--- src/sv/asort_pkg.sv ---
`default_nettype none
package asort_pkg;
   localparam int DefaultSize = 16;
   localparam int ValueWidth  = 32;

   // input word
   typedef struct packed {
      logic signed [ValueWidth-1:0] value;
      logic                         last;
   } req_word_type;

   // result word
   typedef struct packed {
      logic signed [ValueWidth-1:0] sorted_value;
      logic                         last_out;
      logic                         overflow;
   } rsp_word_type;

   // controller to datapath
   typedef struct packed {
      logic load;     // store incoming word
      logic cmp;      // compare/swap step at pointer
      logic emit;     // emit marker; not used by the datapath
      logic clear;    // end of set
   } dp_cmd_type;
endpackage
`default_nettype wire

--- src/sv/asort_if.sv ---
`default_nettype none
interface asort_req_if
   import asort_pkg::*;
   (input wire logic clock);
   logic         valid;
   logic         ready;
   req_word_type data;
   modport source (output valid, output data, input ready);
   modport sink   (input valid, input data, output ready);
endinterface

interface asort_rsp_if
   import asort_pkg::*;
   (input wire logic clock);
   logic         valid;
   logic         ready;
   rsp_word_type data;
   modport source (output valid, output data, input ready);
   modport sink   (input valid, input data, output ready);
endinterface
`default_nettype wire

--- src/sv/asort_datapath.sv ---
`default_nettype none
module asort_datapath
   import asort_pkg::*;
#(
   parameter int SIZE = DefaultSize,
   localparam int IdxW = (SIZE > 1) ? $clog2(SIZE) : 1,
   localparam int CntW = $clog2(SIZE + 1)
) (
   input  wire logic                         clock,
   input  wire logic                         reset,
   input  wire dp_cmd_type                   cmd,
   input  wire logic [IdxW-1:0]              ptr,
   input  wire logic signed [ValueWidth-1:0] in_value,
   output logic [CntW-1:0]                   count,
   output logic                              dropped,
   output logic signed [ValueWidth-1:0]      out_value,
   output logic                              swapped
);
   // element store: one compare/swap step per cycle on a neighbor pair
   logic signed [ValueWidth-1:0] store_ff [SIZE];
   logic [CntW-1:0] count_ff, count_in;
   logic            dropped_ff, dropped_in;

   logic [IdxW-1:0] ptr_nx;
   assign ptr_nx  = ptr + IdxW'(1);
   assign swapped = store_ff[ptr] > store_ff[ptr_nx];

   // count and drop flag
   always_comb begin
      count_in   = count_ff;
      dropped_in = dropped_ff;
      if (cmd.clear) begin
         count_in   = '0;
         dropped_in = 1'b0;
      end else if (cmd.load) begin
         if (count_ff < CntW'(SIZE)) count_in = count_ff + CntW'(1);
         else dropped_in = 1'b1;
      end
   end

   always_ff @(posedge clock) begin
      if (reset) begin
         count_ff   <= '0;
         dropped_ff <= 1'b0;
      end else begin
         count_ff   <= count_in;
         dropped_ff <= dropped_in;
      end
   end

   // store writes: load, or neighbor swap (bubble pass)
   always_ff @(posedge clock) begin
      if (cmd.load && count_ff < CntW'(SIZE)) begin
         store_ff[count_ff[IdxW-1:0]] <= in_value;
      end else if (cmd.cmp && swapped) begin
         store_ff[ptr]    <= store_ff[ptr_nx];
         store_ff[ptr_nx] <= store_ff[ptr];
      end
   end

   assign count     = count_ff;
   assign dropped   = dropped_ff;
   assign out_value = store_ff[ptr];
endmodule
`default_nettype wire

--- src/sv/asort_ctrl.sv ---
`default_nettype none
module asort_ctrl
   import asort_pkg::*;
#(
   parameter int SIZE = DefaultSize,
   localparam int IdxW = (SIZE > 1) ? $clog2(SIZE) : 1,
   localparam int CntW = $clog2(SIZE + 1)
) (
   input  wire logic            clock,
   input  wire logic            reset,
   input  wire logic            req_valid,
   input  wire logic            req_last,
   output logic                 req_ready,
   output logic                 rsp_valid,
   input  wire logic            rsp_ready,
   output logic                 rsp_last,
   output dp_cmd_type           cmd,
   output logic [IdxW-1:0]      ptr,
   input  wire logic [CntW-1:0] count,
   input  wire logic            swapped
);
   localparam logic [1:0] StLoad = 2'd0;
   localparam logic [1:0] StSort = 2'd1;
   localparam logic [1:0] StEmit = 2'd2;

   logic [1:0]      state_ff, state_in;
   logic [IdxW-1:0] ptr_ff, ptr_in;
   logic            any_ff, any_in;   // a swap happened this pass
   logic [CntW-1:0] n;

   // n = stored count after final load (count already settled in SORT/EMIT)
   assign n = count;

   always_comb begin
      state_in  = state_ff;
      ptr_in    = ptr_ff;
      any_in    = any_ff;
      cmd       = '0;
      req_ready = 1'b0;
      rsp_valid = 1'b0;
      rsp_last  = 1'b0;
      unique case (state_ff)
         StLoad: begin
            req_ready = 1'b1;
            if (req_valid) begin
               cmd.load = 1'b1;
               if (req_last) begin
                  state_in = StSort;
                  ptr_in   = '0;
                  any_in   = 1'b0;
               end
            end
         end
         StSort: begin
            // pairs ptr,ptr+1 for ptr < n-1
            if ((CntW+1)'(ptr_ff) + (CntW+1)'(2) > (CntW+1)'(n)) begin
               ptr_in = '0;
               any_in = 1'b0;
               if (!any_ff) state_in = StEmit;
            end else begin
               cmd.cmp = 1'b1;
               ptr_in  = ptr_ff + IdxW'(1);
               if (swapped) any_in = 1'b1;
            end
         end
         StEmit: begin
            rsp_valid = 1'b1;
            rsp_last  = ((CntW+1)'(ptr_ff) + (CntW+1)'(1)) == (CntW+1)'(n);
            if (rsp_ready) begin
               ptr_in = ptr_ff + IdxW'(1);
               if (rsp_last) begin
                  cmd.clear = 1'b1;
                  state_in  = StLoad;
                  ptr_in    = '0;
               end
            end
         end
         default: state_in = StLoad;
      endcase
   end

   always_ff @(posedge clock) begin
      if (reset) begin
         state_ff <= StLoad;
         ptr_ff   <= '0;
         any_ff   <= 1'b0;
      end else begin
         state_ff <= state_in;
         ptr_ff   <= ptr_in;
         any_ff   <= any_in;
      end
   end

   assign ptr = ptr_ff;

   a_no_overlap: assert property (@(posedge clock) disable iff (reset)
      !(req_ready && rsp_valid)) else $error("input and output active together");
   a_emit_nonempty: assert property (@(posedge clock) disable iff (reset)
      rsp_valid |-> count != '0) else $error("emit with empty store");
   a_cmd_excl: assert property (@(posedge clock) disable iff (reset)
      $onehot0({cmd.load, cmd.cmp, cmd.emit, cmd.clear}))
      else $error("conflicting datapath commands");
endmodule
`default_nettype wire

--- src/sv/array_sorter_unit.sv ---
// array_sorter_unit: collects a set of signed 32-bit words and returns them
// in ascending order.
// req channel: one word per element, value plus last mark. Words are taken
// one per cycle while the unit is loading. Elements past SIZE are dropped and
// overflow is raised on every result word of that set.
// After the word marked last, the unit sorts in place with a bubble pass
// engine, one neighbor compare/swap per cycle over the store register file;
// each pass walks the neighbor pairs once, at most n passes, until a pass
// makes no swap. req_ready is low meanwhile.
// rsp channel: n result words in ascending order, last_out on the final one,
// one per cycle while rsp_ready is high. A stalled receiver holds the current
// word stable; no new input is taken until the whole set is delivered.
// Reset (synchronous, active high) empties the store and returns to loading.
`default_nettype none
module array_sorter_unit
   import asort_pkg::*;
#(
   parameter int SIZE = DefaultSize
) (
   input wire logic   clock,
   input wire logic   reset,
   asort_req_if.sink  req,
   asort_rsp_if.source rsp
);
   localparam int IdxW = (SIZE > 1) ? $clog2(SIZE) : 1;
   localparam int CntW = $clog2(SIZE + 1);

   dp_cmd_type      cmd;
   logic [IdxW-1:0] ptr;
   logic [CntW-1:0] count;
   logic            dropped, swapped, last_out;
   logic signed [ValueWidth-1:0] out_value;

   asort_ctrl #(.SIZE(SIZE)) u_ctrl (
      .clock, .reset,
      .req_valid (req.valid), .req_last (req.data.last), .req_ready (req.ready),
      .rsp_valid (rsp.valid), .rsp_ready (rsp.ready), .rsp_last (last_out),
      .cmd, .ptr, .count, .swapped
   );

   asort_datapath #(.SIZE(SIZE)) u_dp (
      .clock, .reset, .cmd, .ptr,
      .in_value (req.data.value),
      .count, .dropped, .out_value, .swapped
   );

   assign rsp.data.sorted_value = out_value;
   assign rsp.data.last_out     = last_out;
   assign rsp.data.overflow     = dropped;
endmodule
`default_nettype wire
--- src/flat_wrapper.sv ---
// flat-port wrapper written by rule: the top's interface ports become plain ports
module array_sorter_unit_flat import asort_pkg::*;
#(
   parameter int SIZE = DefaultSize
)
  (clock, reset, req_valid, req_data, req_ready, rsp_valid, rsp_data, rsp_ready);
  asort_req_if req_i (.clock(clock));
  asort_rsp_if rsp_i (.clock(clock));
  input wire logic clock;
  input wire logic reset;
  input wire logic [$bits(req_i.valid)-1:0] req_valid;
  input wire logic [$bits(req_i.data)-1:0] req_data;
  output wire logic [$bits(req_i.ready)-1:0] req_ready;
  output wire logic [$bits(rsp_i.valid)-1:0] rsp_valid;
  output wire logic [$bits(rsp_i.data)-1:0] rsp_data;
  input wire logic [$bits(rsp_i.ready)-1:0] rsp_ready;
  assign req_i.valid = req_valid;
  assign req_i.data = req_data;
  assign req_ready = req_i.ready;
  assign rsp_valid = rsp_i.valid;
  assign rsp_data = rsp_i.data;
  assign rsp_i.ready = rsp_ready;
  array_sorter_unit #(.SIZE(SIZE)) u_core (.clock(clock), .reset(reset), .req(req_i), .rsp(rsp_i));
endmodule
--- config.mk ---
export PLATFORM = sky130hd
export DESIGN_NAME = array_sorter_unit_flat
export DESIGN_NICKNAME = d
export VERILOG_FILES = /design/src/sv/asort_pkg.sv /design/src/sv/asort_if.sv /design/src/sv/asort_datapath.sv /design/src/sv/asort_ctrl.sv /design/src/sv/array_sorter_unit.sv /design/src/flat_wrapper.sv
export SDC_FILE = /design/constraint.sdc
export NUM_CORES = 1
export LEC_CHECK = 0
export ABC_AREA = 1
export BUFFER_PORTS_ARGS = -buffer_cell sky130_fd_sc_hd__buf_2
export CAP_MARGIN = 20
export CORE_MARGIN = 3
export CORE_UTILIZATION = 40
export CTS_CLUSTER_SIZE = 40
export DETAILED_ROUTE_END_ITERATION = 8
export PLACE_DENSITY = 0.65
export RECOVER_POWER = 50
export SLEW_MARGIN = 10
export SYNTH_ARGS = -nofsm -noshare
export SYNTH_HDL_FRONTEND = slang
export SYNTH_SLANG_ARGS = --single-unit
--- constraint.sdc ---
create_clock -name clock -period 10.1 [get_ports clock]
set_input_delay 0.505 -clock clock [delete_from_list [all_inputs] [get_ports clock]]
set_output_delay 0.505 -clock clock [all_outputs]
set_load 0.01 [all_outputs]
# After elaboration in Yosys (flattened, before gate mapping)
# Memories as Yosys holds them, arrays and structs flattened. A register that Yosys moved wholly into a read port is not among the register bits.
# Cells that the tools add are included.
# Widths: inputs -> output; s select.
op_classes:
  add_sub_neg: 4
  order_cmp: 3
  n_eq_ne: 10
  mux: 38
  bitwise_logic: 1
  reduce_logical: 12
ops:
  columns: ["cell", "n"]
  rows:
  - ["$gt 32x32->1", 1]
  - ["$mux 32", 1]
  - ["$mux 4", 8]
  - ["$reduce_or 32->1", 1]
  - ["$mux 1", 20]
  - ["$mux 2", 6]
  - ["$ne 2x2->1 const B", 6]
  - ["$pmux 4 s3", 1]
  - ["$reduce_and 4->1", 2]
  - ["$gt 6x5->1", 1]
  - ["$pmux 2 s3", 1]
  - ["$reduce_and 6->1", 1]
  - ["$add 4x1->5 const B", 1]
  - ["$add 4x2->5 const B", 1]
  - ["$add 5x1->5 const B", 1]
  - ["$eq 5x5->1", 1]
  - ["$lt 5x5->1 const B", 1]
  - ["$add 4x1->4 const B", 1]
  - ["$reduce_and 2->1", 2]
  - ["$ne 3x3->1 const B", 1]
  - ["$reduce_bool 3->1", 1]
  - ["$eq 2x1->1 const B", 1]
  - ["$eq 2x2->1 const B", 1]
  - ["$logic_and 1x1->1", 2]
  - ["5 further kinds", 5]
word_totals:
  register_bits: 13
  ramBits: 512
  input_bits: 37
  out_inout_bits: 36
  memories: 1
memory_table:
  columns: ["memory", "words", "word_bits", "read_ports", "rd_clocked_by_memory_dff", "wr", "line", "source"]
  rows:
  - ["u_core.u_dp.store_ff", 16, 32, 2, 1, 2, "asort_datapath.sv:20", "logic signed [ValueWidth-1:0] store_ff [SIZE];"]

# Logic depth before layout (Yosys ltp)
# Gate-level depths: netlist of run 1.
logic_depth:
  word_depth: 10
  depth_mapped: 35
  depth_no_buf: 28

# Cells and area by module
# Synthesis of run 1 repeated with hierarchy kept, for this count alone.
hier_totals:
  cells_unflattened: 3989
  hier_area_um2: 32767.7
by_module_without_submodules:
  columns: ["mod", "n_inst", "cells_per_inst", "area_each_um2", "seq_area_each_um2"]
  rows:
  - ["asort_datapath", 1, 3868, 32010.7, 15494.9]
  - ["asort_ctrl", 1, 119, 742.0, 140.1]
  - ["array_sorter_unit", 1, 2, 15.0, 0.0]

# Worst setup path after synthesis of run 1
# OpenSTA, ideal clock, no wires.
synth_timing:
  path_kind: "register to register"
  start: "register u_core.u_ctrl.ptr_ff[0] (netlist: u_core.u_ctrl.ptr[0])"
  end: "memory u_core.u_dp.store_ff[0][0] (enable)"
  arrival_ps: 5731
  slack_ps: 3941
  stages_incl_launch_ff: 29
  n_path_buf: 8
  period_less_slack_ps: 6159
  cell_sequence: "dfxtp_1 inv_2 buf_4 buf_2 buf_2 buf_2 ha_1 buf_2 buf_2 buf_2 clkbuf_1 o21ai_0 o21ai_0 a221oi_2 ha_1 nand2_1 inv_1 nand3_1 nor3_1 nand2_1 nand2_1 nand2_1 nand3_1 nand3_1 nor2_1 nand3_1 nand2_1 nand2_1 o21bai_1"
synth_lines:
  columns: ["element", "line", "source"]
  rows:
  - ["from (decl)", "asort_ctrl.sv:27", "logic [IdxW-1:0] ptr_ff, ptr_in;"]
  - ["from (signal assigned)", "asort_ctrl.sv:89", "ptr_ff <= ptr_in;"]
  - ["to (decl)", "asort_datapath.sv:20", null]

==> results.sh, run 1 <==
export IMPL_start_util_pct=40.44
export IMPL_syn_cell_area_um2=32570
export IMPL_ant_nets=0
export IMPL_syn_nets=3929
export IMPL_grt_pass1_vias=26450
export IMPL_worst_slack_ns=1.169
export IMPL_ys_types=43
export IMPL_dieArea_um2=84890
export IMPL_cp_data_required_time_ns=10.38
export IMPL_cap_viol_max_count=33
export IMPL_syn_avg_cell_area_um2=8.474
export IMPL_syn_instance_count=3844
export IMPL_violations="capacitance limit, slew limit"
export IMPL_placed_area_um2=33370
export IMPL_arrival_ns=9.21
export IMPL_worstSetupStartpointType="flop"
export IMPL_preCtsSetupSlack_ns=2.248
export IMPL_r2r_cells=21
export IMPL_synth_area_mux_share_pct=2.827
export IMPL_ys_ff_latch=529
export IMPL_worst_pin_slew_ns=2.211
export IMPL_cts_setup_buffers=0
export IMPL_fin_nets=3761
export IMPL_place_inst=4677
export IMPL_r2r_end="u_core.u_dp.store_ff[10][30]"
export IMPL_cts_resized=0
export IMPL_drc=0
export IMPL_fillerInstances=7719
export IMPL_coreArea_um2=80550
export IMPL_path_clk_slew_ns=0.06
export IMPL_wl_per_cell_um=23.84
export IMPL_power_leakage_nw=10.99
export IMPL_antenna_found_initial=4
export IMPL_ys_flop_type="edfxtp_1"
export IMPL_synth_simple_area_share_pct=11.33
export IMPL_regArea_um2=15730
export IMPL_finalNonFillerCells=4781
export IMPL_synthXorXnorAreaFrac_pct=0.07682
export IMPL_synth_top_family_by_area="compound AO/OA/AOI/OAI gates"
export IMPL_layout_common_cells="o21ai_0, nand2_1, edfxtp_1"
export IMPL_die_h_um=291.4
export IMPL_synthToLayoutAreaGrowth_pct=7.168
export IMPL_clk_path_buf_depth=3
export IMPL_synth_edf_count=512
export IMPL_cts_max_level=2
export IMPL_clk_latency_ns=0.64
export IMPL_finClkSkew_ns=0.02470
export IMPL_dieWidth_um=291.4
export IMPL_end_kind="flop"
export IMPL_cts_tree="done"
export IMPL_vias_per_cell=6.037
export IMPL_num_vias=28860
export IMPL_grt_max_degree=161
export IMPL_total_power_mw=6.105
export IMPL_yosysWarningCount=0
export IMPL_min_delay_start="reset"
export IMPL_grt_overflow_total=0
export IMPL_rsz0062_at_grt="no"
export IMPL_hold_path_class="in -> reg"
export IMPL_cp_max_fo=65
export IMPL_cp_endpoint="u_core.u_dp.store_ff[10][30]"
export IMPL_wl_mm=114.0
export IMPL_grt_pass1_wl_mm=168.7
export IMPL_clockRootBuffer="clkbuf_16"
export IMPL_multi_input_area_um2=14330
export IMPL_status="complete, but fails checks"
export IMPL_layout_commonest_cell="o21ai_0"
export IMPL_finalSetupViolCount=0
export IMPL_timing_fmax_mhz=112.0
export IMPL_final_area_um2=34910
export IMPL_finalMaxSlewViolations=914
export IMPL_irDropWorstVdd_v=0.0001335
export IMPL_num_rows=104
export IMPL_dp_hpwl_mm=64.01
export IMPL_gp_congestion=0.9019
export IMPL_synth_adder_area_share_pct=1.844
export IMPL_power_density_nw_per_um2=174.9
export IMPL_r2r_setup_slack_ns=1.17
export IMPL_track_usage_pct=25.87
export IMPL_slew_headroom_pct=-48.93
export IMPL_cts_hold_buf=0
export IMPL_yosysSeqAreaShare_pct=48.24
export IMPL_cts_sinks=529
export IMPL_path_class="reg -> reg"
export IMPL_final_setup_tns_ns=0
export IMPL_finalCritPeriodShare_pct=88.43
export IMPL_drive_gt1_share_pct=7.500
export IMPL_finalHoldViolCount=0
export IMPL_numCtsBuffers=57
export IMPL_port_buffers=72
export IMPL_firstDrtPassIters=6
export IMPL_synth_compound_area_share_pct=27.57
export IMPL_synthArstFlopShare_pct=0
export IMPL_dr_first_iter_drc_count=4071
export IMPL_ios=73
export IMPL_fin_crit_ns=8.931
-- cells in the mapped netlist, types with 2 or more instances --
| library cell | count | area, um^2 |
|---|---|---|
| o21ai_0 | 1013 | 5070 |
| nand2_1 | 718 | 2695 |
| edfxtp_1 | 512 | 15370 |
| a21oi_1 | 364 | 1822 |
| inv_1 | 214 | 803.3 |
| buf_2 | 180 | 900.9 |
| clkbuf_1 | 134 | 503.0 |
| nor2_1 | 133 | 499.2 |
| o211ai_1 | 110 | 825.8 |
| mux2i_1 | 92 | 920.9 |
| nand3_1 | 63 | 315.3 |
| ha_1 | 48 | 600.6 |
| buf_4 | 35 | 262.8 |
| o21ai_1 | 35 | 175.2 |
| o21ai_2 | 31 | 271.5 |
| a22o_1 | 30 | 262.8 |
| a221oi_2 | 22 | 330.3 |
| dfxtp_1 | 17 | 340.3 |
| clkbuf_2 | 14 | 70.07 |
| nor3_1 | 14 | 70.07 |
| buf_1 | 13 | 48.80 |
| o21bai_1 | 8 | 60.06 |
| o221ai_1 | 8 | 70.07 |
| inv_2 | 4 | 15.01 |
| nand2_2 | 4 | 25.02 |
| nand4_1 | 4 | 25.02 |
| o21a_1 | 3 | 22.52 |
| a21o_1 | 2 | 15.01 |
| a21oi_2 | 2 | 17.52 |
| buf_6 | 2 | 22.52 |
| clkinv_1 | 2 | 7.510 |
| nand3b_1 | 2 | 15.01 |
-- layer usage --
metal  track usage (%)  wire length (um)  vias to the layer above
met2             40.80             51680                     1732
met4             10.38              4646                        0
met5                 0                 0                        -
met1             35.51             45160                    13570
li1                  -                 -                    13280
met3             4.311             12480                      283
-- worst max-delay path, cell delays in order, from the launching register on --
cell and delay [ns]:
dfxtp_1 1.37, clkinv_2 1.27, buf_4 0.66, o211ai_1 0.28, o211ai_1 0.14, nand2_1 0.59
ha_1 0.36, a21oi_1 0.17, nand2_1 0.13, a21oi_1 0.38, nand2_1 0.14, nand2_1 0.10
nand2_1 0.07, a21oi_1 0.22, nand4_4 0.22, inv_4 0.22, nand2_1 0.23, nor2_4 0.13
buf_4 0.67, inv_1 0.12, nand2_2 0.50, buf_4 0.50
-- report_power, final --
| group | switching, mW | total [mW] | internal, mW |
|---|---|---|---|
| Combinational | 1.08 | 1.47 | 0.391 |
| Clock | 0.907 | 2.07 | 1.16 |
| Sequential | 0.0480 | 2.57 | 2.52 |
| Total | 2.03 | 6.10 | 4.07 |
-- flip-flops by register name, summed over array words and instances (netlist names), named ones only --
signal / cells
u_core.u_dp.count: 5
u_core.u_dp.dropped: 1
u_core.u_dp.store_ff: 512
u_core.u_ctrl.state_ff: 2
u_core.u_ctrl.ptr: 4
u_core.u_ctrl.any_ff: 1
-- cells by family after synthesis --
logic type / count (synthesis)
compound gates: 1632
xor+xnor: 2
fa+ha+maj: 48
buf+inv: 599
flops: 529
mux: 92
simple gates: 942
-- final cells by class --
class,count,area share [%]
well taps,1060,3.799
repair buffers,152,2.556
multi-input cells,2716,41.06
diodes,1,0.007168
inverters,220,2.398
clock buffers,72,4.484
flip-flops and latches,529,45.05
clock inverters,31,0.6452
-- metrics by stage --
stage	util [%]	hold WS, ns
after floorplan	-	0.4259
after global placement	41.39	0.4403
after CTS	43.65	0.1294
after detailed placement	41.43	0.4530
after global routing	43.34	0.1494
final	43.34	0.1460
-- worst min-delay path by stage --
stage               depth (start not counted)                         to  slack [ns]
detailed placement                          2        u_core.u_dp.dropped        0.45
global route                                2  u_core.u_ctrl.state_ff[0]        0.15
floorplan                                   2        u_core.u_dp.dropped        0.43
global placement                            2        u_core.u_dp.dropped        0.44
finish                                      2  u_core.u_ctrl.state_ff[0]        0.15
CTS                                         2                       flop        0.13
Power figures use the tool's default switching activity.
==> inputs of run 2 (changes only) <==
CTS_BUF_LIST = sky130_fd_sc_hd__clkbuf_8   (was default)
HOLD_SLACK_MARGIN = 0.06   (was default)
==> results.sh, run 2 (synthesis gave the netlist of run 1 again) <==
export IMPL_clockRootBuffer="clkbuf_8"
export IMPL_synthToLayoutAreaGrowth_pct=6.914
export IMPL_slowest_stage="dfxtp_1"
export IMPL_arrival_ns=9.25
export IMPL_firstDrtPassIters=6
export IMPL_antenna_found_initial=5
export IMPL_worstPathCellList="clkinv_2 > buf_4 > o211ai_1 > o211ai_1 > nand2_1 > ha_1 > a21oi_1 > nand2_1 > a21oi_1 > nand2_1 > nand2_1 > nand2_1 > a21oi_2 > nand4_4 > inv_4 > buf_4 > nand2_1 > nor2_1 > o21bai_1 > buf_4"
export IMPL_cts_sinks=529
export IMPL_fin_util_pct=43.24
export IMPL_dieArea_um2=84890
export IMPL_vias_per_cell=6.014
export IMPL_final_setup_tns_ns=0
export IMPL_crit_top_cell="nand2_1"
export IMPL_wl_per_cell_um=23.63
export IMPL_num_rows=104
export IMPL_slew_headroom_pct=-43.75
export IMPL_power_leakage_nw=11.10
export IMPL_clk_path_buf_depth=3
export IMPL_cpPeakStageDelay_ns=1.38
export IMPL_fin_crit_ns=8.923
export IMPL_worst_pin_slew_ns=2.134
export IMPL_finalSetupViolCount=0
export IMPL_power_density_nw_per_um2=170.2
export IMPL_grt_overflow_total=0
export IMPL_layout_common_cells="o21ai_0, nand2_1, edfxtp_1"
export IMPL_clk_latency_ns=0.73
export IMPL_status="complete, but fails checks"
export IMPL_cap_viol_max_count=35
export IMPL_cp_data_required_time_ns=10.43
export IMPL_num_vias=29120
export IMPL_grt_pass1_vias=26660
export IMPL_hold_path_class="in -> reg"
export IMPL_layout_commonest_cell="o21ai_0"
export IMPL_rsz0062_at_grt="no"
export IMPL_end_kind="flop"
export IMPL_largest_register="u_core.u_dp.store_ff"
export IMPL_drive_gt1_share_pct=8.228
export IMPL_grt_pass1_wl_mm=169.3
export IMPL_finalCritPeriodShare_pct=88.35
export IMPL_dp_hpwl_mm=64.01
export IMPL_wl_mm=114.4
export IMPL_cts_tree="done"
export IMPL_dieWidth_um=291.4
export IMPL_die_h_um=291.4
export IMPL_cts_setup_buffers=0
export IMPL_start_util_pct=40.44
export IMPL_violations="capacitance limit, slew limit"
export IMPL_numCtsBuffers=93
export IMPL_multi_input_area_um2=14330
export IMPL_drc=0
export IMPL_worstSetupStartpointType="flop"
export IMPL_largest_reg_flops=512
export IMPL_cts_max_level=3
export IMPL_irDropWorstVdd_v=0.00008972
export IMPL_finClkSkew_ns=0.05680
export IMPL_r2r_setup_slack_ns=1.18
export IMPL_track_usage_pct=26.01
export IMPL_port_buffers=72
export IMPL_ios=73
export IMPL_fillerInstances=7758
export IMPL_dr_first_iter_drc_count=4110
export IMPL_finalHoldViolCount=0
export IMPL_grt_max_degree=161
export IMPL_fin_nets=3798
export IMPL_path_class="reg -> reg"
export IMPL_ant_nets=0
export IMPL_regArea_um2=15730
export IMPL_path_clk_slew_ns=0.06
export IMPL_timing_fmax_mhz=112.1
export IMPL_gp_congestion=0.9019
export IMPL_coreArea_um2=80550
export IMPL_finalMaxSlewViolations=995
export IMPL_cp_max_fo=55
-- run 2: changes by cell type in the layout (fill, tap and decap cells not counted), moves of 3 or more --
cell       change
clkinv_2       -3
clkbuf_16     -59
clkinv_1       +3
inv_1         +32
clkbuf_1       -9
clkbuf_8      +92
-- run 2: path summary, 6_finish.rpt --
| path | start | endpoint | depth (start not counted) |
|---|---|---|---|
| min | req_valid | u_core.u_dp.dropped | 3 |
| max | flop | u_core.u_dp.store_ff[5][27] | 20 |
| min reg2reg | u_core.u_dp.dropped | u_core.u_dp.dropped | 2 |
| max reg2reg | flop | u_core.u_dp.store_ff[5][27] | 20 |
-- run 2: area by class of cell --
type,count,area share (%)
sequential,529,45.16
clock inverter,66,1.081
clock buffer,96,3.794
tap,1060,3.808
timing repair buffer,153,2.590
inverter,220,2.404
multi-input combinational,2716,41.15
antenna,2,0.01437
-- run 2: metrics by stage --
stage | cells | setup slack (ns) | cell area [um^2] | hold WS [ns] | power, mW
final | 4842 | 1.177 | 34830 | 0.1201 | 5.929
after global routing | 4842 | 0.8854 | 34830 | 0.1339 | 6.193
after CTS | 4840 | 2.234 | 35080 | 0.07254 | 5.938
after detailed placement | 4677 | 2.248 | 33370 | 0.4530 | 4.068
after global placement | 4675 | 2.286 | 33340 | 0.4403 | 4.054
after floorplan | 3844 | 3.941 | 32570 | 0.4259 | 3.578
-- run 2: what timing repair did --
| action | 4_1_cts | 5_1_grt |
|---|---|---|
| gates resized for setup | 0 | 0 |
| hold buffers | 1 | 0 |
| endpoints found under the hold margin | 4 | 0 |
-- run 2: layer usage --
metal	up-vias	track usage, %	wire, um
met4	2	11.64	4988
li1	13380	-	-
met1	13660	35.39	45850
met3	294	4.738	12120
met2	1791	40.52	51430
met5	-	0	14
-- run 2: power breakdown --
group / switching, mW / internal (mW)
Clock: 0.938 / 0.957
Sequential: 0.0481 / 2.52
Combinational: 1.07 / 0.391
Total: 2.06 / 3.87
-- run 2: worst max-delay path, delay by kind of cell, from the launching register on --
kind	cells	cell delay (ns)
buf+inv	5	3.33
simple gates	8	1.90
flops	1	1.38
fa+ha+maj	1	0.36
compound gates	6	1.46
